$ cat src/rtl/core/rds_pkg.sv
// ----------------------------------------------------------------------------
// rds_pkg
// Shared types and constants of the reliable datagram sequencer: request and
// response payloads, configuration register indexes and status codes.
// ----------------------------------------------------------------------------
package rds_pkg;

	// Widths of the sequence and message length fields.
	localparam int SEQ_W = 31;
	localparam int LEN_W = 11;

	// Largest reliable message that the store holds, in bytes.
	localparam logic [LEN_W-1:0] MAX_MESSAGE = 11'd1450;

	// Configuration register indexes.
	localparam int CFG_IDX_W = 2;
	localparam logic [CFG_IDX_W-1:0] REG_PEER_IP        = 2'd0;
	localparam logic [CFG_IDX_W-1:0] REG_PEER_PORT      = 2'd1;
	localparam logic [CFG_IDX_W-1:0] REG_CLIENT_PORT_ID = 2'd2;

	// Request function.
	typedef enum logic {
		FUNC_RECEIVE  = 1'b0,
		FUNC_TRANSMIT = 1'b1
	} rds_func_t;

	// Response status.
	typedef enum logic [2:0] {
		ST_SENT      = 3'd0,
		ST_ACCEPTED  = 3'd1,
		ST_WRONG_SRC = 3'd2,
		ST_STALE     = 3'd3,
		ST_OVERFLOW  = 3'd4,
		ST_NO_PEER   = 3'd5
	} rds_status_t;

	// One request: a received header or a transmit request.
	typedef struct packed {
		rds_func_t        func;
		logic [31:0]      src_ip;
		logic [15:0]      src_port;
		logic [31:0]      seq_word;
		logic [31:0]      ack_word;
		logic [LEN_W-1:0] pending_len;
		logic [11:0]      unreliable_len;
		logic             overflowed;
	} rds_req_t;

	// One response.
	typedef struct packed {
		rds_status_t      status;
		logic [31:0]      out_seq_word;
		logic [31:0]      out_ack_word;
		logic [15:0]      out_port_id;
		logic [LEN_W-1:0] reliable_bytes;
		logic             include_unreliable;
		logic             took_message;
	} rds_rsp_t;

	// Configuration registers as seen by the sequencing engine.
	typedef struct packed {
		logic [31:0] peer_ip;
		logic [15:0] peer_port;
		logic [15:0] client_port_id;
	} rds_cfg_t;

endpackage

$ cat src/rtl/core/rds_if.sv
// ----------------------------------------------------------------------------
// rds_if
// Valid/ready channels of the reliable datagram sequencer: request channel,
// response channel and configuration write channel.
// ----------------------------------------------------------------------------

// Request channel.
interface rds_req_if;
	logic              valid;
	logic              ready;
	rds_pkg::rds_req_t data;

	modport source (output valid, output data, input ready);
	modport sink (input valid, input data, output ready);
endinterface

// Response channel.
interface rds_rsp_if;
	logic              valid;
	logic              ready;
	rds_pkg::rds_rsp_t data;

	modport source (output valid, output data, input ready);
	modport sink (input valid, input data, output ready);
endinterface

// Configuration write channel.
interface rds_cfg_if;
	logic                           valid;
	logic                           ready;
	logic [rds_pkg::CFG_IDX_W-1:0]  index;
	logic [31:0]                    wdata;

	modport source (output valid, output index, output wdata, input ready);
	modport sink (input valid, input index, input wdata, output ready);
endinterface

$ cat src/rtl/core/reliable_datagram_sequencer.sv
// ----------------------------------------------------------------------------
// reliable_datagram_sequencer
// A request accepted into the input register moves on to the response register,
// where its response waits until the response channel takes it.
// Throughput: one request per cycle while the response channel is ready, set by the single-pass engine stage.
// Reset: arst_n clears configuration and all sequencing state to zero at once.
// ----------------------------------------------------------------------------
module reliable_datagram_sequencer (
	input logic   clk,
	input logic   arst_n,
	rds_req_if.sink   req,
	rds_rsp_if.source rsp,
	rds_cfg_if.sink   cfg
);

	rds_pkg::rds_req_t req_s1;
	logic              vld_s1;
	rds_pkg::rds_rsp_t rsp_s2;
	logic              vld_s2;
	rds_pkg::rds_rsp_t rsp_comb;
	rds_pkg::rds_cfg_t cfg_q;
	logic              adv_s2;
	logic              adv_s1;
	logic              req_fire;

	// Handshake control of the two-register pipeline.
	assign adv_s2    = !vld_s2 || rsp.ready;
	assign adv_s1    = vld_s1 && adv_s2;
	assign req.ready = !vld_s1 || adv_s2;
	assign req_fire  = req.valid && req.ready;
	assign cfg.ready = 1'b1;

	// Configuration registers.
	always_ff @(posedge clk or negedge arst_n) begin
		if (!arst_n) begin
			cfg_q <= '0;
		end else if (cfg.valid) begin
			unique case (cfg.index)
				rds_pkg::REG_PEER_IP:        cfg_q.peer_ip        <= cfg.wdata;
				rds_pkg::REG_PEER_PORT:      cfg_q.peer_port      <= cfg.wdata[15:0];
				rds_pkg::REG_CLIENT_PORT_ID: cfg_q.client_port_id <= cfg.wdata[15:0];
				default: ;
			endcase
		end
	end

	// Input register valid and response register valid.
	always_ff @(posedge clk or negedge arst_n) begin
		if (!arst_n) begin
			vld_s1 <= 1'b0;
			vld_s2 <= 1'b0;
		end else begin
			if (req_fire) begin
				vld_s1 <= 1'b1;
			end else if (adv_s1) begin
				vld_s1 <= 1'b0;
			end
			if (adv_s2) begin
				vld_s2 <= vld_s1;
			end
		end
	end

	// Payload registers.
	always_ff @(posedge clk) begin
		if (req_fire) begin
			req_s1 <= req.data;
		end
		if (adv_s1) begin
			rsp_s2 <= rsp_comb;
		end
	end

	// Sequencing engine between the two registers.
	rds_engine u_engine (
		.clk    (clk),
		.arst_n (arst_n),
		.fire   (adv_s1),
		.req    (req_s1),
		.cfg    (cfg_q),
		.rsp    (rsp_comb)
	);

	assign rsp.valid = vld_s2;
	assign rsp.data  = rsp_s2;

endmodule

$ cat src/rtl/core/rds_engine.sv
// ----------------------------------------------------------------------------
// rds_engine
// Sequencing state and the single-pass decision logic. Builds the response
// for the request in the input register and updates the channel state when
// that request moves on to the response register.
// ----------------------------------------------------------------------------
module rds_engine (
	input  logic              clk,
	input  logic              arst_n,
	input  logic              fire,
	input  rds_pkg::rds_req_t req,
	input  rds_pkg::rds_cfg_t cfg,
	output rds_pkg::rds_rsp_t rsp
);

	logic [rds_pkg::SEQ_W-1:0] send_seq_q, send_seq_d;
	logic [rds_pkg::SEQ_W-1:0] last_rel_seq_q, last_rel_seq_d;
	logic                      send_rel_flag_q, send_rel_flag_d;
	logic [rds_pkg::SEQ_W-1:0] recv_seq_q, recv_seq_d;
	logic [rds_pkg::SEQ_W-1:0] acked_seq_q, acked_seq_d;
	logic                      acked_flag_q, acked_flag_d;
	logic                      recv_rel_flag_q, recv_rel_flag_d;
	logic [rds_pkg::LEN_W-1:0] rel_len_q, rel_len_d;

	logic                      rel;
	logic                      took;
	logic [rds_pkg::LEN_W-1:0] rbytes;
	logic [rds_pkg::LEN_W-1:0] sat_len;
	logic [rds_pkg::LEN_W:0]   room;
	logic [rds_pkg::SEQ_W-1:0] seq_inc;

	// Pending length saturated to the store size, and the incremented sequence.
	assign sat_len = (req.pending_len > rds_pkg::MAX_MESSAGE) ?
		rds_pkg::MAX_MESSAGE : req.pending_len;
	assign seq_inc = send_seq_q + 31'd1;

	// Decision logic for receive and transmit requests.
	always_comb begin
		send_seq_d      = send_seq_q;
		last_rel_seq_d  = last_rel_seq_q;
		send_rel_flag_d = send_rel_flag_q;
		recv_seq_d      = recv_seq_q;
		acked_seq_d     = acked_seq_q;
		acked_flag_d    = acked_flag_q;
		recv_rel_flag_d = recv_rel_flag_q;
		rel_len_d       = rel_len_q;
		rel             = 1'b0;
		took            = 1'b0;
		rbytes          = '0;
		room            = '0;
		rsp             = '0;

		if (req.func == rds_pkg::FUNC_RECEIVE) begin
			if (req.src_ip != cfg.peer_ip || req.src_port != cfg.peer_port) begin
				rsp.status = rds_pkg::ST_WRONG_SRC;
			end else if (req.seq_word[30:0] <= recv_seq_q) begin
				rsp.status = rds_pkg::ST_STALE;
			end else begin
				rsp.status = rds_pkg::ST_ACCEPTED;
				// The outstanding message is released once its flag comes back.
				if (req.ack_word[31] == send_rel_flag_q) begin
					rel_len_d = '0;
				end
				recv_seq_d   = req.seq_word[30:0];
				acked_seq_d  = req.ack_word[30:0];
				acked_flag_d = req.ack_word[31];
				if (req.seq_word[31]) begin
					recv_rel_flag_d = ~recv_rel_flag_q;
				end
			end
		end else if (req.overflowed) begin
			rsp.status = rds_pkg::ST_OVERFLOW;
		end else begin
			// Resend when the peer has moved past the last reliable send
			// without acknowledging the current flag.
			rel = (acked_seq_q > last_rel_seq_q) && (acked_flag_q != send_rel_flag_q);
			// Latch a new message when the store is empty.
			if (rel_len_q == '0 && req.pending_len != '0) begin
				rel_len_d       = sat_len;
				send_rel_flag_d = ~send_rel_flag_q;
				rel             = 1'b1;
				took            = 1'b1;
			end
			send_seq_d = seq_inc;
			if (rel) begin
				rbytes         = rel_len_d;
				last_rel_seq_d = seq_inc;
			end
			room = {1'b0, rds_pkg::MAX_MESSAGE} - {1'b0, rbytes};

			rsp.status             = (cfg.peer_ip == '0) ? rds_pkg::ST_NO_PEER :
				rds_pkg::ST_SENT;
			rsp.out_seq_word       = {rel, send_seq_q};
			rsp.out_ack_word       = {recv_rel_flag_q, recv_seq_q};
			rsp.out_port_id        = cfg.client_port_id;
			rsp.reliable_bytes     = rbytes;
			rsp.include_unreliable = (req.unreliable_len <= room);
			rsp.took_message       = took;
		end
	end

	// Channel state, updated as the request leaves the input register.
	always_ff @(posedge clk or negedge arst_n) begin
		if (!arst_n) begin
			send_seq_q      <= '0;
			last_rel_seq_q  <= '0;
			send_rel_flag_q <= 1'b0;
			recv_seq_q      <= '0;
			acked_seq_q     <= '0;
			acked_flag_q    <= 1'b0;
			recv_rel_flag_q <= 1'b0;
			rel_len_q       <= '0;
		end else if (fire) begin
			send_seq_q      <= send_seq_d;
			last_rel_seq_q  <= last_rel_seq_d;
			send_rel_flag_q <= send_rel_flag_d;
			recv_seq_q      <= recv_seq_d;
			acked_seq_q     <= acked_seq_d;
			acked_flag_q    <= acked_flag_d;
			recv_rel_flag_q <= recv_rel_flag_d;
			rel_len_q       <= rel_len_d;
		end
	end

endmodule
$ cat src/flat_wrapper.sv
// flat-port wrapper written by rule: the top's interface ports become plain ports
module reliable_datagram_sequencer_flat 
  (clk, arst_n, req_valid, req_data, req_ready, rsp_valid, rsp_data, rsp_ready, cfg_valid, cfg_index, cfg_wdata, cfg_ready);
  rds_req_if req_i ();
  rds_rsp_if rsp_i ();
  rds_cfg_if cfg_i ();
  input logic clk;
  input logic arst_n;
  input wire logic [$bits(req_i.valid)-1:0] req_valid;
  input wire logic [$bits(req_i.data)-1:0] req_data;
  output wire logic [$bits(req_i.ready)-1:0] req_ready;
  output wire logic [$bits(rsp_i.valid)-1:0] rsp_valid;
  output wire logic [$bits(rsp_i.data)-1:0] rsp_data;
  input wire logic [$bits(rsp_i.ready)-1:0] rsp_ready;
  input wire logic [$bits(cfg_i.valid)-1:0] cfg_valid;
  input wire logic [$bits(cfg_i.index)-1:0] cfg_index;
  input wire logic [$bits(cfg_i.wdata)-1:0] cfg_wdata;
  output wire logic [$bits(cfg_i.ready)-1:0] cfg_ready;
  assign req_i.valid = req_valid;
  assign req_i.data = req_data;
  assign req_ready = req_i.ready;
  assign rsp_valid = rsp_i.valid;
  assign rsp_data = rsp_i.data;
  assign rsp_i.ready = rsp_ready;
  assign cfg_i.valid = cfg_valid;
  assign cfg_i.index = cfg_index;
  assign cfg_i.wdata = cfg_wdata;
  assign cfg_ready = cfg_i.ready;
  reliable_datagram_sequencer u_core (.clk(clk), .arst_n(arst_n), .req(req_i), .rsp(rsp_i), .cfg(cfg_i));
endmodule
$ cat config.mk
export PLATFORM = sky130hd
export DESIGN_NAME = reliable_datagram_sequencer_flat
export DESIGN_NICKNAME = d
export VERILOG_FILES = /design/src/rtl/core/rds_pkg.sv /design/src/rtl/core/rds_if.sv /design/src/rtl/core/reliable_datagram_sequencer.sv /design/src/rtl/core/rds_engine.sv /design/src/flat_wrapper.sv
export SDC_FILE = /design/constraint.sdc
export NUM_CORES = 1
export LEC_CHECK = 0
export ABC_AREA = 1
export BUFFER_PORTS_ARGS = -buffer_cell sky130_fd_sc_hd__buf_2
export CORE_MARGIN = 3
export CORE_UTILIZATION = 40
export CTS_BUF_LIST = sky130_fd_sc_hd__clkbuf_4
export CTS_CLUSTER_SIZE = 40
export DETAILED_ROUTE_END_ITERATION = 7
export PLACE_DENSITY = 0.56
export SLEW_MARGIN = 40
export SYNTH_ARGS = -nofsm -noshare
export SYNTH_HDL_FRONTEND = slang
export SYNTH_SLANG_ARGS = --single-unit
$ cat constraint.sdc
create_clock -name clk -period 6.2 [get_ports clk]
set_input_delay 0.62 -clock clk [delete_from_list [all_inputs] [get_ports clk]]
set_output_delay 0.62 -clock clk [all_outputs]
set_load 0.01 [all_outputs]
* After elaboration in Yosys (flattened, before gate mapping) *
Cells that the tools add are included.

cells by class
  reductions and logical operators = 25
  bitwise logic cells = 6
  magnitude comparators = 4
  equal/unequal tests = 9
  add/sub/neg operators = 2
  mux-type cells = 21

operators by type and width
  operator                                             number
  2-to-1 mux 11 bit                                    10
  zero test 32 bit                                     1
  != test 32 bit                                       1
  adder 31 x 1 -> 31 bit (second input constant)       1
  > comparator 31 bit                                  1
  <= comparator 31 bit                                 1
  != test 16 bit                                       1
  <= comparator 12 bit                                 1
  AND reduction 4 bit                                  3
  subtractor 11 x 11 -> 12 bit (first input constant)  1
  > comparator 11 bit (second input constant)          1
  zero test 11 bit                                     1
  nonzero test 11 bit                                  1
  AND reduction 5 bit                                  2
  2-to-1 mux 3 bit                                     3
  2-to-1 mux 1 bit                                     6
  NOT 1 bit                                            6
  AND reduction 2 bit                                  3
  logical AND 1 bit                                    4
  2-to-1 mux 2 bit                                     2
  != test 2 x 1 -> 1 bit (second input constant)       2
  nonzero test 2 bit                                   2
  logical OR 1 bit                                     3
  AND reduction 3 bit                                  1
  other kinds (8)                                      9

word-level totals
  bits in registers = 437
  bits of input ports = 176
  word-level logic and storage cells = 95

* Logic depth before layout (Yosys ltp) *
  depth after elaboration = 10
  depth in mapped cells = 30
  gate-level depth less buffers = 30

* By module *
From an unflattened synthesis, not the netlist that was laid out.

unflattened totals
  cells, all modules = 1885
  area, all modules = 19641.3 µm²

by module, submodules not included
  module                       area each (µm²)  times used  cells each
  rds_engine                   9954.5           1           1356
  reliable_datagram_sequencer  9686.8           1           529

* Least setup slack after synthesis *
Ideal clock, no wire load.

  kind = input -> register
  start = in rsp_ready
  end = reg u_core.req_s1[0] (netlist name) (enable)
  data required time = 5710 ps
  stages on the path = 4
  library setup time = 490 ps
  data arrival time = 3546 ps
  setup slack = 2164 ps
  buffers on the path = 0
  path through = inv_1 -> nand3_1 -> nand2_1 -> inv_1

on the way
  word-level cells in the longest chain between the ends = 3

RTL lines
  item                       line                               text
  start: declaration         flat_wrapper.sv:14                 input wire logic [$bits(rsp_i.ready)-1:0] rsp_ready;
  logical OR 1 bit           reliable_datagram_sequencer.sv:27  assign adv_s2 = !vld_s2 || rsp.ready;
  logical OR 1 bit           reliable_datagram_sequencer.sv:29  assign req.ready = !vld_s1 || adv_s2;
  named net req_ready        flat_wrapper.sv:11                 output wire logic [$bits(req_i.ready)-1:0] req_ready;
  logical AND 1 bit          reliable_datagram_sequencer.sv:30  assign req_fire = req.valid && req.ready;
  named net u_core.req_fire  reliable_datagram_sequencer.sv:24  logic req_fire;
  end signal: assignment     reliable_datagram_sequencer.sv:67  req_s1 <= req.data;
  end: declaration           reliable_datagram_sequencer.sv:16  rds_pkg::rds_req_t req_s1;

The timed path passes the listed nets, and every way through them passes these cells.
A chain may end at the register's enable or synchronous reset.

* Worst setup path after layout *
  start = reg u_core.u_engine.last_rel_seq_q[30] (netlist name)
  end = reg u_core.rsp_s2 (netlist bit u_core.rsp.data[1]) (data pin)

on the way
  word-level cells in the longest chain between the ends = 10

RTL lines
  item                          line                               text
  start: declaration            rds_engine.sv:17                   logic [rds_pkg::SEQ_W-1:0] last_rel_seq_q, last_rel_seq_d;
  start signal: assignment      rds_engine.sv:115                  last_rel_seq_q <= last_rel_seq_d;
  > comparator 31 bit           rds_engine.sv:76                   rel = (acked_seq_q > last_rel_seq_q) && (acked_flag_q != send_rel_flag_q);
  logical AND 1 bit             rds_engine.sv:76
  2-to-1 mux 1 bit              rds_engine.sv:78                   if (rel_len_q == '0 && req.pending_len != '0) begin
  2-to-1 mux 1 bit              rds_engine.sv:71                   end else if (req.overflowed) begin
  2-to-1 mux 1 bit              rds_engine.sv:53                   if (req.func == rds_pkg::FUNC_RECEIVE) begin
  2-to-1 mux 11 bit             rds_engine.sv:85                   if (rel) begin
  2-to-1 mux 11 bit             rds_engine.sv:71
  2-to-1 mux 11 bit             rds_engine.sv:53
  subtractor 11 x 11 -> 12 bit  rds_engine.sv:89                   room = {1'b0, rds_pkg::MAX_MESSAGE} - {1'b0, rbytes};
  <= comparator 12 bit          rds_engine.sv:97                   rsp.include_unreliable = (req.unreliable_len <= room);
  end signal: assignment        reliable_datagram_sequencer.sv:70  rsp_s2 <= rsp_comb;
  end: declaration              reliable_datagram_sequencer.sv:18  rds_pkg::rds_rsp_t rsp_s2;

No other way between the ends. The select of a mux whose other input is x is not followed.

==> results.sh <==
export IMPL_outcome="completed"
export IMPL_fill_cells=4204
export IMPL_relSlewSlack_pct=42.25
export IMPL_cp_max_fo=17
export IMPL_cts_max_level=3
export IMPL_ant_nets=0
export IMPL_route_detailed_drc=0
export IMPL_final_common_cell="nand2_1"
export IMPL_synth_edff_count=233
export IMPL_worst_pin_slew_ns=0.8662
export IMPL_cp_top_family="simple AND/OR/NAND/NOR gates"
export IMPL_start_kind="flop"
export IMPL_initial_utilization_pct=40.55
export IMPL_fin_crit_sh_pct=66.72
export IMPL_clkPwrFrac_pct=34.2
export IMPL_synth_cells=1767
export IMPL_cts_root_buf="clkbuf_4"
export IMPL_syn_to_final_growth_pct=28.10
export IMPL_synthTopCellsByArea="edfxtp_1 37%, dfrtp_1 27%, nand2_1 7.5%"
export IMPL_critical_path_class="reg -> reg"
export IMPL_fp_row_count=79
export IMPL_die_area_mm2=0.04995
export IMPL_switching_share_pct=29.23
export IMPL_drv_slew=0
export IMPL_register_area_mm2=0.01210
export IMPL_skew_ns=0.05692
export IMPL_ctsResizeCount=0
export IMPL_layout_setup_ws_ns=2.064
export IMPL_tns_ns=0
export IMPL_drtPass1Iterations=5
export IMPL_drive_above_1_share_pct=21.36
export IMPL_clock_sinks=437
export IMPL_crit_top_cell="nand2_1"
export IMPL_synth_cell_types=45
export IMPL_synthArstFlopShare_pct=46.68
export IMPL_rsz0062_at_grt="no"
export IMPL_power_density_mw_per_mm2=322.6
export IMPL_synth_area_leader_cell="edfxtp_1"
export IMPL_synth_flop_cell="edfxtp_1"
export IMPL_max_cap_violations=0
export IMPL_clk_path_buf_depth=3
export IMPL_numCtsBuffers=116
export IMPL_required_ns=6.76
export IMPL_ys_seq_area_share_pct=63.96
export IMPL_total_leakage_power_uw=0.01127
export IMPL_io_buffers=273
export IMPL_place_congestion=0.8564
export IMPL_multi_input_area_mm2=0.005844
export IMPL_worstReg2RegStart="u_core.u_engine.last_rel_seq_q[30]"
export IMPL_ioPinCount=275
export IMPL_post_place_ws_ns=2.101
export IMPL_netlist_area_mm2=0.01892
export IMPL_p_int_uw=5533
export IMPL_worstHoldPathType="in -> reg"
export IMPL_dp_hpwl_mm=32.13
export IMPL_grt_pass1_vias=14807
export IMPL_grt_overflow=0
export IMPL_path_clk_slew_ns=0.07
export IMPL_grt_antenna_before_repair=7
export IMPL_pwr_share_seq_pct=48.9
export IMPL_end_kind="flop"
export IMPL_clk_latency_ns=0.87
export IMPL_p_comb_share_pct=16.9
export IMPL_path_buf_inv=4
export IMPL_arrival_ns=4.70
export IMPL_r2r_cells=26
export IMPL_syn_avg_cell_area_um2=10.71
export IMPL_finalWirelength_mm=47.91
export IMPL_p_sw_uw=2285
export IMPL_hold_path_startpoint="req_valid"
export IMPL_reg2reg_to="u_core.rsp.data[1]"
export IMPL_finalHoldViolations=0
export IMPL_ys_ff_latch=437
export IMPL_worstHoldPathCells=3
export IMPL_viasPerCell=4.700
export IMPL_synth_top_area_share_pct=36.98
export IMPL_die_x_um=223.5
export IMPL_reg2reg_setup_slack_ns=2.06
export IMPL_grt_pass1_wl_mm=76.85
export IMPL_yosysWarningCount=0
export IMPL_grt_max_degree=129
export IMPL_finalSetupViolCount=0
export IMPL_cts_tree="done"
export IMPL_max_freq_ghz=0.2418
export IMPL_crit_slowest_cell="dfrtp_1"
export IMPL_wire_per_inst_um=15.99
export IMPL_max_stage_delay_ns=0.34
export IMPL_num_nets_final=2534
export IMPL_track_usage_pct=19.57
export IMPL_peakVddDrop_mv=0.2397
export IMPL_fp_dieH_um=223.5
export IMPL_dr_first_iter_drc_count=870
export IMPL_period_minus_slack_ns=4.136
export IMPL_syn_nets=2019
export IMPL_coreArea_mm2=0.04665
export IMPL_min_to="u_core.vld_s1"
export IMPL_vias=14081
export IMPL_mostFrequentLayoutCells="377 x nand2_1, 272 x buf_2, 233 x edfxtp_1"
==> worst reg2reg max path: cells and delay by family, from the launching register on <==
kind | cells | cell delay [ns]
and+or+nand+nor | 16 | 1.98
adders and majority gates | 3 | 0.74
buffers and inverters | 4 | 0.55
DFF | 1 | 0.34
AOI/OAI and AO/OA | 3 | 0.23
==> Yosys cell counts, types with 3 or more instances <==
library cell / instances
nand2_1: 378
edfxtp_1: 233
dfrtp_1: 204
inv_1: 193
nor2_1: 173
o21ai_0: 172
ha_1: 76
xor2_1: 51
a21oi_1: 43
nand3_1: 35
clkbuf_1: 29
xnor2_1: 28
nand4_1: 18
nor3_1: 16
nor4_1: 16
o21ai_1: 12
buf_2: 11
mux2_2: 11
o22ai_1: 8
buf_1: 5
inv_2: 5
or2_1: 4
a21o_1: 3
a21oi_2: 3
buf_4: 3
buf_6: 3
nand2_2: 3
nand3_2: 3
nor2_4: 3
or2_2: 3
==> cell type report <==
cell class                      instances  share of cell area [%]
Clock buffer                          169                   5.235
Clock inverter                         50                   1.373
Timing Repair Buffer                  450                   13.02
Sequential cell                       437                   49.93
Antenna cell                            6                 0.06195
Inverter                              199                   3.128
Multi-Input combinational cell       1078                   24.11
Tap cell                              607                   3.134
==> worst max-delay path by stage <==
stage                     depth (start not counted)            endpoint                               start  slack [ns]
after floorplan                                   4    u_core.req_s1[0]                           rsp_ready        2.16
after global placement                           24  u_core.rsp.data[1]      u_core.u_engine.acked_seq_q[6]        2.14
after detailed placement                         24  u_core.rsp.data[1]      u_core.u_engine.acked_seq_q[6]        2.10
after CTS                                        24  u_core.rsp.data[1]      u_core.u_engine.acked_seq_q[6]        2.06
after global routing                             24  u_core.rsp.data[1]  u_core.u_engine.last_rel_seq_q[30]        1.66
final                                            26  u_core.rsp.data[1]  u_core.u_engine.last_rel_seq_q[30]        2.06
==> sequential cells by signal (all words and copies together), names as in the netlist <==
register,count
u_core.u_engine.acked_flag_q,1
u_core.u_engine.acked_seq_q,31
u_core.u_engine.recv_rel_flag_q,1
u_core.rsp.valid,1
u_core.u_engine.last_rel_seq_q,31
u_core.rsp.data,96
u_core.u_engine.recv_seq_q,31
u_core.cfg_q,64
u_core.u_engine.send_seq_q,31
u_core.vld_s1,1
u_core.u_engine.rel_len_q,11
u_core.u_engine.send_rel_flag_q,1
u_core.req_s1,137
==> power groups by stage <==
stage | sequential (uW) | combinational [uW] | clock [uW]
2_1_floorplan | 3870 | 777 | 0
3_3_place_gp | 3870 | 1210 | 0
3_5_place_dp | 3880 | 1240 | 0
4_1_cts | 3820 | 1340 | 2780
5_1_grt | 3870 | 1510 | 2930
6_report | 3820 | 1320 | 2670
==> metrics by stage <==
step | hold slack, ns | power, uW | util (%) | cells | cell area, um2
floorplan | 0.3244 | 4644 | - | 1767 | 18920
global placement | 0.4320 | 5079 | 44.83 | 2603 | 20920
detailed placement | 0.4367 | 5118 | 44.87 | 2603 | 20940
CTS | 0.006643 | 7934 | 51.91 | 2990 | 24220
global route | 0.07345 | 8317 | 51.94 | 2995 | 24230
finish | 0.1220 | 7819 | 51.95 | 2996 | 24240
==> metal layers <==
metal | GRT usage [%] | wire length (um) | vias up
li1 | - | - | 6979
met1 | 23.73 | 20200 | 6634
met2 | 32.94 | 23580 | 380
met3 | 4.842 | 2562 | 84
met4 | 9.183 | 1542 | 4
met5 | 0 | 28 | -
==> repair_timing <==
item                                   CTS  global route
hold buffers                           168             0
buffers inserted                         0             0
endpoints found under the hold margin  257             0
==> cells by family (layout without fill, tap and decap cells) <==
family / after synthesis / in the layout / share of synthesized area, %
compound gates: 250 / 250 / 6.917
fa+ha+maj: 76 / 76 / 5.026
other cells: 1 / 7 / 0.01982
xor+xnor: 79 / 79 / 3.657
simple gates: 661 / 661 / 14.50
flops: 437 / 437 / 63.96
buf+inv: 252 / 868 / 5.264
mux: 11 / 11 / 0.6547
Power figures use the tool's default switching activity.
